[config.mk]
export PLATFORM = sky130hd
export DESIGN_NAME = abd_ctrl
export DESIGN_NICKNAME = d
export VERILOG_FILES = /design/src/rtl/abd_pkg.sv /design/src/rtl/abd_ctrl.sv
export SDC_FILE = /design/constraint.sdc
export NUM_CORES = 1
export LEC_CHECK = 0
export BUFFER_PORTS_ARGS = -buffer_cell sky130_fd_sc_hd__buf_2
export CAP_MARGIN = 20
export CORE_UTILIZATION = 25
export DETAILED_ROUTE_END_ITERATION = 7
export PLACE_DENSITY = 0.53
export SLEW_MARGIN = 20
export SYNTH_ARGS = -nofsm -noshare
export SYNTH_HDL_FRONTEND = slang
export SYNTH_SLANG_ARGS = --single-unit
export TNS_END_PERCENT = 100
[constraint.sdc]
create_clock -name clk -period 1.7 [get_ports clk]
set_clock_uncertainty 0.15 [all_clocks]
set_input_delay 0.085 -clock clk [delete_from_list [all_inputs] [get_ports clk]]
set_output_delay 0.085 -clock clk [all_outputs]
set_load 0.02 [all_outputs]
[src/rtl/abd_pkg.sv]
// ----------------------------------------------------------------------------
// abd_pkg : shared types and constants of the area box downscaler
// Field widths, register indexes, controller states and the command and
// status groups between the controller and the datapath.
// ----------------------------------------------------------------------------
`timescale 1ns / 1ps
`default_nettype none

package abd_pkg;

  localparam int PIX_W      = 8;
  localparam int COORD_W    = 12;
  localparam int CFG_DIM_W  = 15;
  localparam int CFG_EDGE_W = 13;
  localparam int CFG_DATA_W = 15;
  localparam int CFG_IDX_W  = 2;
  localparam int LANES      = 3;
  localparam int IN_DATA_W  = 3 * PIX_W;
  localparam int OUT_DATA_W = 3 * PIX_W + 2 * COORD_W;

  localparam logic [CFG_IDX_W-1:0] REG_IN_WIDTH  = 2'd0;
  localparam logic [CFG_IDX_W-1:0] REG_IN_HEIGHT = 2'd1;
  localparam logic [CFG_IDX_W-1:0] REG_EDGE_LIM  = 2'd2;

  localparam logic [CFG_DIM_W-1:0]  CFG_DIM_RST  = 15'd1;
  localparam logic [CFG_EDGE_W-1:0] CFG_EDGE_RST = 13'd4096;
  localparam logic [PIX_W-1:0]      PIX_MAX      = 8'd255;

  typedef enum logic [3:0] {
    ST_CLEAR,
    ST_SZ_CLAMP,
    ST_SZ_MUL,
    ST_SZ_DIV,
    ST_SZ_WAIT,
    ST_IDLE,
    ST_RD,
    ST_MUL,
    ST_ACC,
    ST_EMIT,
    ST_DIV,
    ST_OUT
  } abd_state_t;

  typedef struct packed {
    logic       clear;
    logic       size_clamp;
    logic       size_mul;
    logic       size_div;
    logic       size_load;
    logic       accept;
    logic       rd;
    logic       mul;
    logic       acc;
    logic       emit_div;
    logic       out_load;
    logic [1:0] tgt;       // bit 0: next column, bit 1: next row
  } abd_cmd_t;

  typedef struct packed {
    logic cfg_hit;
    logic clr_done;
    logic div_done;
    logic two_x;
    logic two_y;
    logic emit;
  } abd_sts_t;

endpackage

`default_nettype wire

[src/rtl/abd_ctrl.sv]
// ----------------------------------------------------------------------------
// abd_ctrl : sequencer of the area box downscaler
// Clearing pass, size derivation, per-pixel read-modify-write over up to
// four output boxes, mean division and the output register handshake.
// ----------------------------------------------------------------------------
`timescale 1ns / 1ps
`default_nettype none

module abd_ctrl (
  input  wire logic              clk,
  input  wire logic              rst_n,
  input  wire logic              in_tvalid,
  output logic                   in_tready,
  input  wire logic              out_tready,
  output logic                   out_tvalid,
  input  wire abd_pkg::abd_sts_t sts,
  output abd_pkg::abd_cmd_t      cmd
);

  abd_pkg::abd_state_t state_r, state_nxt;
  logic [1:0]          tgt_r, tgt_nxt;
  logic                out_valid_r, out_valid_nxt;

  always_ff @(posedge clk) begin
    if (!rst_n) begin
      state_r     <= abd_pkg::ST_CLEAR;
      tgt_r       <= 2'b00;
      out_valid_r <= 1'b0;
    end else begin
      state_r     <= state_nxt;
      tgt_r       <= tgt_nxt;
      out_valid_r <= out_valid_nxt;
    end
  end

  always_comb begin
    cmd       = '0;
    cmd.tgt   = tgt_r;
    state_nxt = state_r;
    tgt_nxt   = tgt_r;
    in_tready = 1'b0;
    case (state_r)
      abd_pkg::ST_CLEAR: begin
        cmd.clear = 1'b1;
        if (sts.clr_done) begin
          state_nxt = abd_pkg::ST_SZ_CLAMP;
        end
      end
      abd_pkg::ST_SZ_CLAMP: begin
        cmd.size_clamp = 1'b1;
        state_nxt      = abd_pkg::ST_SZ_MUL;
      end
      abd_pkg::ST_SZ_MUL: begin
        cmd.size_mul = 1'b1;
        state_nxt    = abd_pkg::ST_SZ_DIV;
      end
      abd_pkg::ST_SZ_DIV: begin
        cmd.size_div = 1'b1;
        state_nxt    = abd_pkg::ST_SZ_WAIT;
      end
      abd_pkg::ST_SZ_WAIT: begin
        if (sts.div_done) begin
          cmd.size_load = 1'b1;
          state_nxt     = abd_pkg::ST_IDLE;
        end
      end
      abd_pkg::ST_IDLE: begin
        in_tready = 1'b1;
        if (in_tvalid) begin
          cmd.accept = 1'b1;
          tgt_nxt    = 2'b00;
          state_nxt  = abd_pkg::ST_RD;
        end
      end
      abd_pkg::ST_RD: begin
        cmd.rd    = 1'b1;
        state_nxt = abd_pkg::ST_MUL;
      end
      abd_pkg::ST_MUL: begin
        cmd.mul   = 1'b1;
        state_nxt = abd_pkg::ST_ACC;
      end
      abd_pkg::ST_ACC: begin
        cmd.acc   = 1'b1;
        state_nxt = sts.emit ? abd_pkg::ST_EMIT : abd_pkg::ST_IDLE;
        // skip boxes the pixel does not reach
        case (tgt_r)
          2'b00: begin
            if (sts.two_x) begin
              tgt_nxt = 2'b01; state_nxt = abd_pkg::ST_RD;
            end else if (sts.two_y) begin
              tgt_nxt = 2'b10; state_nxt = abd_pkg::ST_RD;
            end
          end
          2'b01: begin
            if (sts.two_y) begin
              tgt_nxt = 2'b10; state_nxt = abd_pkg::ST_RD;
            end
          end
          2'b10: begin
            if (sts.two_x) begin
              tgt_nxt = 2'b11; state_nxt = abd_pkg::ST_RD;
            end
          end
          default: begin
            tgt_nxt = tgt_r;
          end
        endcase
      end
      abd_pkg::ST_EMIT: begin
        cmd.emit_div = 1'b1;
        state_nxt    = abd_pkg::ST_DIV;
      end
      abd_pkg::ST_DIV: begin
        if (sts.div_done) begin
          state_nxt = abd_pkg::ST_OUT;
        end
      end
      abd_pkg::ST_OUT: begin
        if (!out_valid_r || out_tready) begin
          cmd.out_load = 1'b1;
          state_nxt    = abd_pkg::ST_IDLE;
        end
      end
      default: begin
        state_nxt = abd_pkg::ST_CLEAR;
      end
    endcase
    if (sts.cfg_hit) begin
      state_nxt = abd_pkg::ST_CLEAR;
    end
  end

  always_comb begin
    if (cmd.out_load) begin
      out_valid_nxt = 1'b1;
    end else if (out_tready) begin
      out_valid_nxt = 1'b0;
    end else begin
      out_valid_nxt = out_valid_r;
    end
  end

  assign out_tvalid = out_valid_r;

  a_mem_cmds: assert property (@(posedge clk) disable iff (!rst_n)
    $onehot0({cmd.clear, cmd.accept, cmd.rd, cmd.mul, cmd.acc}))
    else $error("overlapping memory commands");

  a_div_done: assert property (@(posedge clk) disable iff (!rst_n)
    sts.div_done |-> (state_r == abd_pkg::ST_SZ_WAIT || state_r == abd_pkg::ST_DIV))
    else $error("divider finished with no job waiting");

  a_tgt_col: assert property (@(posedge clk) disable iff (!rst_n)
    (state_r == abd_pkg::ST_RD && tgt_r[0]) |-> sts.two_x)
    else $error("second column visited for a one-column pixel");

  a_tgt_row: assert property (@(posedge clk) disable iff (!rst_n)
    (state_r == abd_pkg::ST_RD && tgt_r[1]) |-> sts.two_y)
    else $error("second row visited for a one-row pixel");

endmodule

`default_nettype wire

==> results by group, run 1 <==
Status
  – Outcome: finished, violations left
  – Failing checks: negative setup slack

Pwr
  – Sequential share of power: 41.6%
  – Psw: 103.5 uW
  – Max VDD drop: 0.2559 mV
  – Total chip power: 395.5 uW
  – Sw Ratio: 26.18%
  – Internal: 292.0 uW
  – P_leak: 0.5597 nW
  – Clock share of power: 37.3%
  – Logic pwr share: 21.0%
  – Pwr dens: 319.0 nW/um^2

Synth
  – Seq/Total Area, Yosys: 18.54%
  – Largest family of logic cells by synthesized area: simple AND/OR/NAND/NOR gates
  – Post-Syn Instances: 103
  – Post-synth EDFFs: 0
  – Yosys cell types: 41
  – Yosys warnings: 0
  – Post-Syn Area: 755.7 um^2
  – FFs w/ async S/R, synth: 0%
  – Xor/xnor share of the synthesized area: 2.318%
  – Adder-Cell Fraction of Synth Area: 8.278%
  – Simple-gate portion of the synthesized area: 36.26%
  – Syn_nets: 118
  – Post-synthesis sequential element count: 7
  – Synth Flop Type: dfxtp_1
  – Syn avg cell area: 7.337 um^2
  – Compound-cell area share of the yosys netlist: 26.16%
  – Post-synthesis mux area share: 1.325%

Placed design
  – PortBufs: 24
  – DP HPWL: 1.749 mm
  – Dpl ws: -91.55 ps
  – Placer Congestion: 0.8240

Finish
  – # nets final: 167
  – Diodes inserted: 0
  – Layout area overhead: 64.07%
  – Core Util, Final: 44.20%
  – Most common cell after layout, fill and taps aside: buf_2
  – Most frequent cells in the layout: buf_2, buf_4, nand2_1, nor2_1, nor3_1
  – Share of layout cells above drive strength 1: 52.32%

Critical path
  – WS Path Type: reg -> reg
  – Startpoint types: register
  – Worst Setup End Kind: register
  – Worst path arrival time: 1740 ps
  – Required @ worst endpoint: 1680 ps
  – Crit Path Max Fanout: 4

Floorplan
  – Starting Density: 26.94%
  – Core ar.: 2805 um^2
  – Row count: 19
  – Die area: 3247 um^2
  – DIE WIDTH: 56.98 um
  – I/O pin count: 25
  – Die Ht: 56.98 um

Detailed routing
  – Routed WL: 2.176 mm
  – Via density: 4.868
  – DRT antenna net count: 0
  – DR WL/cell: 11.96 um
  – Vias: 886
  – Drt first pass iters: 4
  – DR iter-0 viols: 19
  – # DRC: 0

Clocking
  – Clock Latency Late Sink: 250 ps
  – CTS Sinks: 7
  – Clock Path Buffers: 2
  – Clock slew at reported path FFs: 50 ps
  – H-tree depth: 1
  – Clock Root Buffer: clkbuf_4
  – Num CTS Buffers: 3
  – TritonCTS clock tree: yes

Hold path
  – Worst hold path type: in -> reg

Timing
  – Period utilization: 103.1%
  – Final setup margin: -52.39 ps
  – FMAX: 570.6 MHz
  – Setup TNS: -52.39 ps
  – Final hold violations: 0
  – Max_slew headroom: 78.55%
  – Final min period: 1752 ps
  – Slew Limit Fails: 0
  – Setup-failing EPs final: 1
  – Least-Margin Pin Slew: 319.6 ps
  – Unrepaired setup endpoints after global routing: yes

Global routing
  – Largest net degree at the start of global routing: 10
  – Total GRT Usage: 13.40%
  – Initial antenna violation count: 0
  – Total grt overflow: 0
  – First-pass GRT wire length: 3.484 mm
  – Vias in the first global route: 819

Run
  – Maxcap violations: 0
final cells by class:
cell class,count,area [um^2]
fill,281,1565
sequential,7,160.2
multi-input combinational,85,670.6
tap,31,38.79
clock buffer,4,26.28
inverter,6,27.53
timing repair buffer,49,316.6
through the flow:
| stage | instance area [um^2] | hold WS, ps | instances |
|---|---|---|---|
| finish | 1240 | 35.85 | 182 |
| global route | 1240 | 34.53 | 182 |
| CTS | 1139 | 18.65 | 179 |
| detailed placement | 1071 | 217.8 | 173 |
| global placement | 1071 | 209.1 | 173 |
| floorplan | 793.3 | 61.80 | 103 |
worst max-delay path, cell delays in order, from the launching register on:
cell and delay [ps]:
dfxtp_4 380, inv_4 50, ha_4 150, or3_4 390
o21ai_4 80, a2bb2oi_4 180, mux2i_1 190, nor2b_1 60
Yosys cell counts (2+ instances only):
library cell / instances / area share (%)
inv_1: 6 / 3.0
ha_1: 5 / 8.3
nor2b_1: 5 / 4.1
o21a_1: 2 / 2.0
a311oi_1: 2 / 2.3
o21ai_0: 7 / 4.6
nand3_1: 2 / 1.3
nand2_1: 11 / 5.5
o21ai_1: 2 / 1.3
nor3b_2: 2 / 3.3
clkbuf_1: 2 / 0.99
a21oi_1: 4 / 2.6
nor3_1: 7 / 4.6
nand3b_1: 2 / 2.0
nand2b_1: 5 / 4.1
dfxtp_1: 7 / 19
nor2_1: 8 / 4.0
power by group through the flow:
stage	clock network [mW]	registers, mW	logic (mW)
floorplan	0	0.168	0.0375
global placement	0	0.171	0.0694
detailed placement	0	0.170	0.0705
CTS	0.156	0.167	0.0751
global route	0.165	0.165	0.0905
finish	0.148	0.165	0.0832
flip-flops by register name, indices dropped and copies added (netlist names):
name / cells
out_tvalid: 1
state_r: 4
tgt_r: 2
cells by family (layout without fill, tap and decap cells):
logic type | after synthesis | in the layout
AO/OA/AOI/OAI | 28 | 28
multiplexers | 1 | 1
XOR/XNOR | 2 | 2
adder cells (fa/ha/maj) | 5 | 5
flip-flops | 7 | 7
AND/OR/NAND/NOR | 49 | 49
buffers and inverters | 11 | 59
layer usage:
metal	share of wire (%)	global-route usage, %	up-vias
met3	2.1	0.6803	0
met5	0	0	-
met4	0	4.181	0
li1	-	-	462
met1	47	18.52	408
met2	50	22.52	16
final timing paths:
kind,startpoint,endpoint,slack [ps],depth (start not counted)
worst max-delay path,tgt_r[0],tgt_r[0],-50,7
worst min-delay path,in_tvalid,tgt_r[1],40,4
worst max register to register,tgt_r[0],tgt_r[0],-50,7
worst min register to register,tgt_r[1],tgt_r[1],370,2
repair_timing:
action / 4_1_cts / 5_1_grt
endpoints found under the hold margin: 5 / 0
buffers inserted: 0 / 3
endpoints found under the setup margin: 7 / 10
gates resized for setup: 7 / 19
hold buffers: 2 / 0
pin swaps: 3 / 8
No activity file was read; power rests on OpenSTA's default activity.
==> run 2, diff against run 1 <==
--- a/config.mk
+++ b/config.mk
@@ -10,6 +10,8 @@
 export CORE_UTILIZATION = 25
 export DETAILED_ROUTE_END_ITERATION = 7
 export PLACE_DENSITY = 0.53
+export RECOVER_POWER = 50
+export REMOVE_ABC_BUFFERS = 1
 export SLEW_MARGIN = 20
 export SYNTH_ARGS = -nofsm -noshare
 export SYNTH_HDL_FRONTEND = slang
==> run 2 against run 1 <==
The flow still finishes with violations (negative setup slack). Clock-buffer cell count unchanged. Total power down 0.64%. Routed wire length up 12%. Critical path depth unchanged. Combinational power down 6.5%. Final cell count up 4.4%. First-iteration DRC count down 5.3%. Sequential share of layout area down 0.52 points. Sequential power about the same. Register-to-register slack about the same. Largest cell class unchanged.
==> results by group, run 2 (synthesized netlist as in run 1, its figures left out) <==
Clocking
  – Clock Latency Late Sink: 250 ps (about the same)
  – Clock Root Buffer: clkbuf_4
  – Clock Path Buffers: 2 (unchanged)
  – CTS Sinks: 7 (unchanged)
  – Clock slew at reported path FFs: 50 ps (about the same)
  – Num CTS Buffers: 3 (unchanged)
  – H-tree depth: 1 (unchanged)
  – TritonCTS clock tree: yes

Global routing
  – Total GRT Usage: 15.15% (+1.7 points)
  – Initial antenna violation count: 0 (unchanged)
  – Total grt overflow: 0 (unchanged)
  – Largest net degree at the start of global routing: 10 (unchanged)
  – First-pass GRT wire length: 3.960 mm (+14%)
  – Vias in the first global route: 918 (+12%)

Timing
  – Setup-failing EPs final: 1 (unchanged)
  – Unrepaired setup endpoints after global routing: yes
  – Least-Margin Pin Slew: 270.7 ps (-48.88 ps)
  – Setup TNS: -40.19 ps (+12.20 ps)
  – Slew Limit Fails: 0 (unchanged)
  – Final min period: 1740 ps (-12.20 ps)
  – Max_slew headroom: 81.95% (+3.4 points)
  – Final hold violations: 0 (unchanged)
  – Period utilization: 102.4% (-0.72 points)
  – Final setup margin: -40.19 ps (+12.20 ps)
  – FMAX: 574.6 MHz (+0.70%)

Hold path
  – Hold Crit Start: in_tvalid
  – WHS Endpoint: tgt_r[1]
  – WHS Path Cells: 4 (unchanged)
  – Worst hold path type: in -> reg

Run
  – Maxcap violations: 0 (unchanged)

Critical path
  – Crit Path Max Fanout: 4 (unchanged)
  – Required @ worst endpoint: 1690 ps (about the same)
  – Worst path max stage delay: 380 ps (about the same)
  – Startpoint types: register
  – Critical path, cell by cell: inv_4 -> ha_4 -> or3_4 -> o21ai_2 -> a2bb2oi_2 -> mux2i_1 -> nor2b_1
  – FF-to-FF End: tgt_r[0]
  – Worst Setup End Kind: register
  – R2R Setup Slk: -40 ps (about the same)
  – R2R cell count: 7 (unchanged)
  – Worst path arrival time: 1730 ps (about the same)
  – CP max stage cell: or3_4
  – WS Path Type: reg -> reg
  – Reg2reg start: tgt_r[0]

Placed design
  – DP HPWL: 1.790 mm (+2.4%)
  – PortBufs: 24 (unchanged)
  – Placer Congestion: 0.8081 (-1.9%)
  – Placed cells: 179 (+3.5%)

Finish
  – Register Area: 162.7 um^2 (+1.6%)
  – Layout area overhead: 73.68%
  – Multi-input logic area: 666.9 um^2 (-0.56%)
  – Max reg flops: 4 (unchanged)
  – Most common cell after layout, fill and taps aside: buf_4
  – Diodes inserted: 0 (unchanged)
  – Fill count: 290 (+3.2%)
  – Non-Filler Instances: 190 (+4.4%)
  – Largest register by flop count: state_r
  – Most frequent cells in the layout: buf_4, buf_2, nand2_1, nor2_1
  – Share of layout cells above drive strength 1: 52.83% (+0.51 points)
  – # nets final: 175 (+4.8%)

Pwr
  – Total chip power: 393.0 uW (-0.64%)
  – Max VDD drop: 0.2550 mV (-0.37%)
  – Pwr dens: 299.4 nW/um^2 (-6.1%)
  – P_leak: 0.5784 nW (+3.4%)

Floorplan
  – Die Ht: 56.98 um (unchanged)
  – Core ar.: 2805 um^2 (unchanged)
  – I/O pin count: 25 (unchanged)
  – Starting Density: 26.94% (unchanged)
  – Die area: 3247 um^2 (unchanged)
  – DIE WIDTH: 56.98 um (unchanged)
  – Row count: 19 (unchanged)

Detailed routing
  – DRT antenna net count: 0 (unchanged)
  – Vias: 978 (+10%)
  – # DRC: 0 (unchanged)
  – Drt first pass iters: 4 (unchanged)
  – Routed WL: 2.433 mm (+12%)
  – Via density: 5.147 (+5.7%)
  – DR WL/cell: 12.81 um (+7.1%)
  – DR iter-0 viols: 18 (-1)

Status
  – Failing checks: negative setup slack
  – Outcome: finished, violations left
==> run 2: cell types whose count changed in the layout (fill, tap and decap cells not counted), sizes merged <==
cell,change
clkbuf,+6
buf,+2
==> run 2: how the worst max path moves through the flow <==
stage,start,end,slack [ps],cells past startpoint
detailed placement,tgt_r[0],tgt_r[0],-150,7
finish,tgt_r[0],tgt_r[0],-40,7
global placement,tgt_r[0],tgt_r[0],-90,7
floorplan,tgt_r[0],tgt_r[0],-330,7
CTS,tgt_r[1],tgt_r[0],-60,7
global route,tgt_r[0],tgt_r[0],-130,7
==> run 2: per-stage QoR <==
step                worst slack [ps]  hold WS (ps)  util [%]  area [um^2]
detailed placement            -146.8         225.1     38.45         1079
CTS                           -64.63         33.27     44.16         1239
global route                  -128.5         53.88     46.79         1313
floorplan                     -327.4         63.17         -        724.4
finish                        -40.19         33.30     46.79         1313
global placement              -90.36         210.4     38.45         1079
==> run 2: worst max-delay path, delay by kind of cell, from the launching register on <==
family / cells / cell delay [ps]
and+or+nand+nor: 2 / 440
DFF: 1 / 370
AOI/OAI and AO/OA: 2 / 270
muxes: 1 / 200
adders and majority gates: 1 / 150
buffers and inverters: 1 / 50
==> run 2: what timing repair did <==
item                                    in CTS  in global routing
pin swaps                                    8                 14
gates resized for setup                     29                 21
setup buffers                                4                  3
hold endpoints to repair                     4                  0
hold buffers                                 2                  0
endpoints found under the setup margin       9                  9
==> run 2: area by class of cell <==
class | count | area share (%)
Tap cell | 31 | 2.955
Multi-Input combinational cell | 85 | 50.81
Sequential cell | 7 | 12.39
Timing Repair Buffer | 57 | 29.55
Clock buffer | 4 | 2.002
Inverter | 6 | 2.288
==> run 2: report_power, final <==
| part | switching [mW] | total [mW] | internal, mW |
|---|---|---|---|
| clock | 0.0629 | 0.153 | 0.0897 |
| combinational | 0.0394 | 0.0778 | 0.0384 |
| sequential | 0.00490 | 0.163 | 0.158 |
| total | 0.107 | 0.393 | 0.286 |
==> run 2: layer usage <==
layer	global-route usage (%)	vias up	routed length, um
li1	-	480	-
met3	1.814	2	82
met1	19.03	469	1114
met5	0	-	0
met2	26.55	27	1222
met4	5.575	0	14
==> run 3, diff against run 2 <==
--- a/config.mk
+++ b/config.mk
@@ -7,9 +7,11 @@
 export LEC_CHECK = 0
 export BUFFER_PORTS_ARGS = -buffer_cell sky130_fd_sc_hd__buf_2
 export CAP_MARGIN = 20
+export CORE_MARGIN = 2
 export CORE_UTILIZATION = 25
 export DETAILED_ROUTE_END_ITERATION = 7
-export PLACE_DENSITY = 0.53
+export GPL_TIMING_DRIVEN = 1
+export PLACE_DENSITY = 0.54
 export RECOVER_POWER = 50
 export REMOVE_ABC_BUFFERS = 1
 export SLEW_MARGIN = 20
==> run 3 against run 2 <==
The run still ends with negative setup slack left. Global-route usage decreased by 2.1 points. Clock power increased by 3%. Highest routed layer unchanged. Die area increased by 7.1%.
==> results by group, run 3 (synthesized netlist as in run 1, its figures left out) <==
Status
  – Outcome: finished, violations left
  – Failing checks: negative setup slack

Finish
  – Non-Filler Instances: 191 (+0.53%)
  – Fill count: 264 (-9.0%)
  – Most common cell after layout, fill and taps aside: buf_4
  – Diodes inserted: 0 (unchanged)
  – Register Area: 162.7 um^2 (unchanged)
  – Share of layout cells above drive strength 1: 58.13% (+5.3 points)
  – Layout area overhead: 82.12%
  – Multi-input logic area: 700.7 um^2 (+5.1%)
  – Max reg flops: 4 (unchanged)
  – Largest register by flop count: state_r
  – Most frequent cells in the layout: buf_4, buf_2, nand2_1, nor2_1, buf_6
  – # nets final: 176 (+0.57%)

Timing
  – Worst Hold Slack: 48.80 ps (+15.51 ps)
  – Setup TNS: -37.71 ps (+2.487 ps)
  – Final setup margin: -37.71 ps (+2.487 ps)
  – FMAX: 575.5 MHz (+0.14%)
  – Period utilization: 102.2% (-0.15 points)
  – Final min period: 1738 ps (-2.487 ps)
  – Slew Limit Fails: 0 (unchanged)
  – Setup-failing EPs final: 1 (unchanged)
  – Least-Margin Pin Slew: 315.5 ps (+44.80 ps)
  – Final hold violations: 0 (unchanged)
  – Max_slew headroom: 78.95% (-3.0 points)
  – Unrepaired setup endpoints after global routing: yes

Pwr
  – Clock share of power: 39.1% (+0.3 points)
  – Pwr dens: 293.4 nW/um^2 (-2.0%)
  – Logic pwr share: 20.8% (+1.0 points)
  – Internal: 285.4 uW (-0.15%)
  – Total chip power: 403.8 uW (+2.7%)
  – Psw: 118.4 uW (+10%)
  – Max VDD drop: 0.2986 mV (+17%)
  – Sequential share of power: 40.1% (-1.3 points)
  – Sw Ratio: 29.33% (+2.0 points)
  – P_leak: 0.6158 nW (+6.5%)

Critical path
  – WS Path Type: reg -> reg
  – Worst path max stage delay: 380 ps (about the same)
  – Worst Setup End Kind: register
  – R2R Setup Slk: -40 ps (about the same)
  – Required @ worst endpoint: 1690 ps (about the same)
  – Crit Path Max Fanout: 4 (unchanged)
  – Worst Path Buf+Inv: 1 (unchanged)
  – Critical path, cell by cell: inv_4 -> ha_4 -> or3_4 -> o21ai_4 -> a2bb2oi_4 -> mux2i_1 -> nor2b_1
  – CP max stage cell: dfxtp_4
  – Startpoint types: register
  – Worst path arrival time: 1730 ps (about the same)
  – CP delay by family, top: simple AND/OR/NAND/NOR gates

Floorplan
  – Starting Density: 26.94% (unchanged)
  – DIE WIDTH: 58.98 um (+3.5%)
  – Die area: 3479 um^2 (+7.1%)
  – Die Ht: 58.98 um (+3.5%)
  – I/O pin count: 25 (unchanged)
  – Row count: 19 (unchanged)
  – Core ar.: 2805 um^2 (unchanged)

Placed design
  – Placer Congestion: 0.8125 (+0.54%)
  – Dpl ws: -163.6 ps (-16.81 ps)
  – Placed cells: 178 (-0.56%)
  – PortBufs: 24 (unchanged)
  – DP HPWL: 1.754 mm (-2.0%)

Detailed routing
  – Routed WL: 2.367 mm (-2.7%)
  – # DRC: 0 (unchanged)
  – Vias: 932 (-4.7%)
  – DR iter-0 viols: 1 (-17)
  – DRT antenna net count: 0 (unchanged)
  – Via density: 4.880 (-5.2%)
  – DR WL/cell: 12.39 um (-3.2%)
  – Drt first pass iters: 4 (unchanged)

Clocking
  – CTS Sinks: 7 (unchanged)
  – Clock Latency Late Sink: 270 ps (+20 ps)
  – Clock Root Buffer: clkbuf_4
  – Clock Path Buffers: 2 (unchanged)
  – Clock slew at reported path FFs: 60 ps (about the same)
  – H-tree depth: 1 (unchanged)
  – TritonCTS clock tree: yes
  – Num CTS Buffers: 3 (unchanged)

Run
  – Maxcap violations: 0 (unchanged)

Global routing
  – Total GRT Usage: 13.06% (-2.1 points)
  – Largest net degree at the start of global routing: 10 (unchanged)
  – Vias in the first global route: 846 (-7.8%)
  – First-pass GRT wire length: 3.560 mm (-10%)
  – Initial antenna violation count: 0 (unchanged)
  – Total grt overflow: 0 (unchanged)

Hold path
  – Worst hold path type: in -> reg
==> run 3: changes by cell type in the layout (fill, tap and decap cells not counted), moves of 3 or more <==
cell / previous run / this run
o21ai_1: 6 / 3
buf_6: 4 / 8
buf_2: 15 / 20
clkbuf_1: 7 / 1
buf_4: 30 / 27
==> run 3: worst register-to-register path, delay by kind of cell (launching register included) <==
family | cells | cell delay [ps]
simple gates | 2 | 430
flops | 1 | 380
compound gates | 2 | 250
mux | 1 | 200
fa+ha+maj | 1 | 150
buf+inv | 1 | 60
==> run 3: area by class of cell <==
class                   count  area share (%)
repair buffers             58           30.27
flip-flops and latches      7           11.82
inverters                   6           2.182
clock buffers               3           1.636
well taps                  31           2.818
multi-input cells          85           50.91
clock inverters             1          0.3636
==> run 3: layer usage <==
metal	vias to the layer above	wire length, um	global-route usage [%]
met1	434	1049	17.14
met2	15	1223	22.38
met3	2	73	1.528
met4	0	20	3.896
met5	-	0	0
li1	481	-	-
==> run 3: power groups by stage <==
stage / logic (mW) / registers, mW / clock network [mW]
detailed placement: 0.0634 / 0.174 / 0
global route: 0.0895 / 0.162 / 0.166
CTS: 0.0726 / 0.164 / 0.159
global placement: 0.0626 / 0.174 / 0
floorplan: 0.0314 / 0.174 / 0
finish: 0.0839 / 0.162 / 0.158
==> run 3: final timing paths <==
kind	startpoint	end	depth (start not counted)
max	tgt_r[1]	tgt_r[0]	7
min	out_tready	out_tvalid	3
max reg2reg	tgt_r[1]	tgt_r[0]	7
min reg2reg	out_tvalid	out_tvalid	2
==> run 3: through the flow <==
step / util (%) / instance area, um^2
6_report: 49.06 / 1376
5_1_grt: 49.06 / 1376
3_5_place_dp: 38.18 / 1071
4_1_cts: 43.98 / 1234
3_3_place_gp: 38.18 / 1071
2_1_floorplan: - / 724.4
==> run 3: what timing repair did <==
| item | CTS | global route |
|---|---|---|
| hold buffers | 2 | 0 |
| setup buffers | 5 | 2 |
| hold endpoints to repair | 6 | 0 |
| resized for setup | 28 | 31 |
| endpoints found under the setup margin | 8 | 9 |
| pin swaps | 9 | 14 |
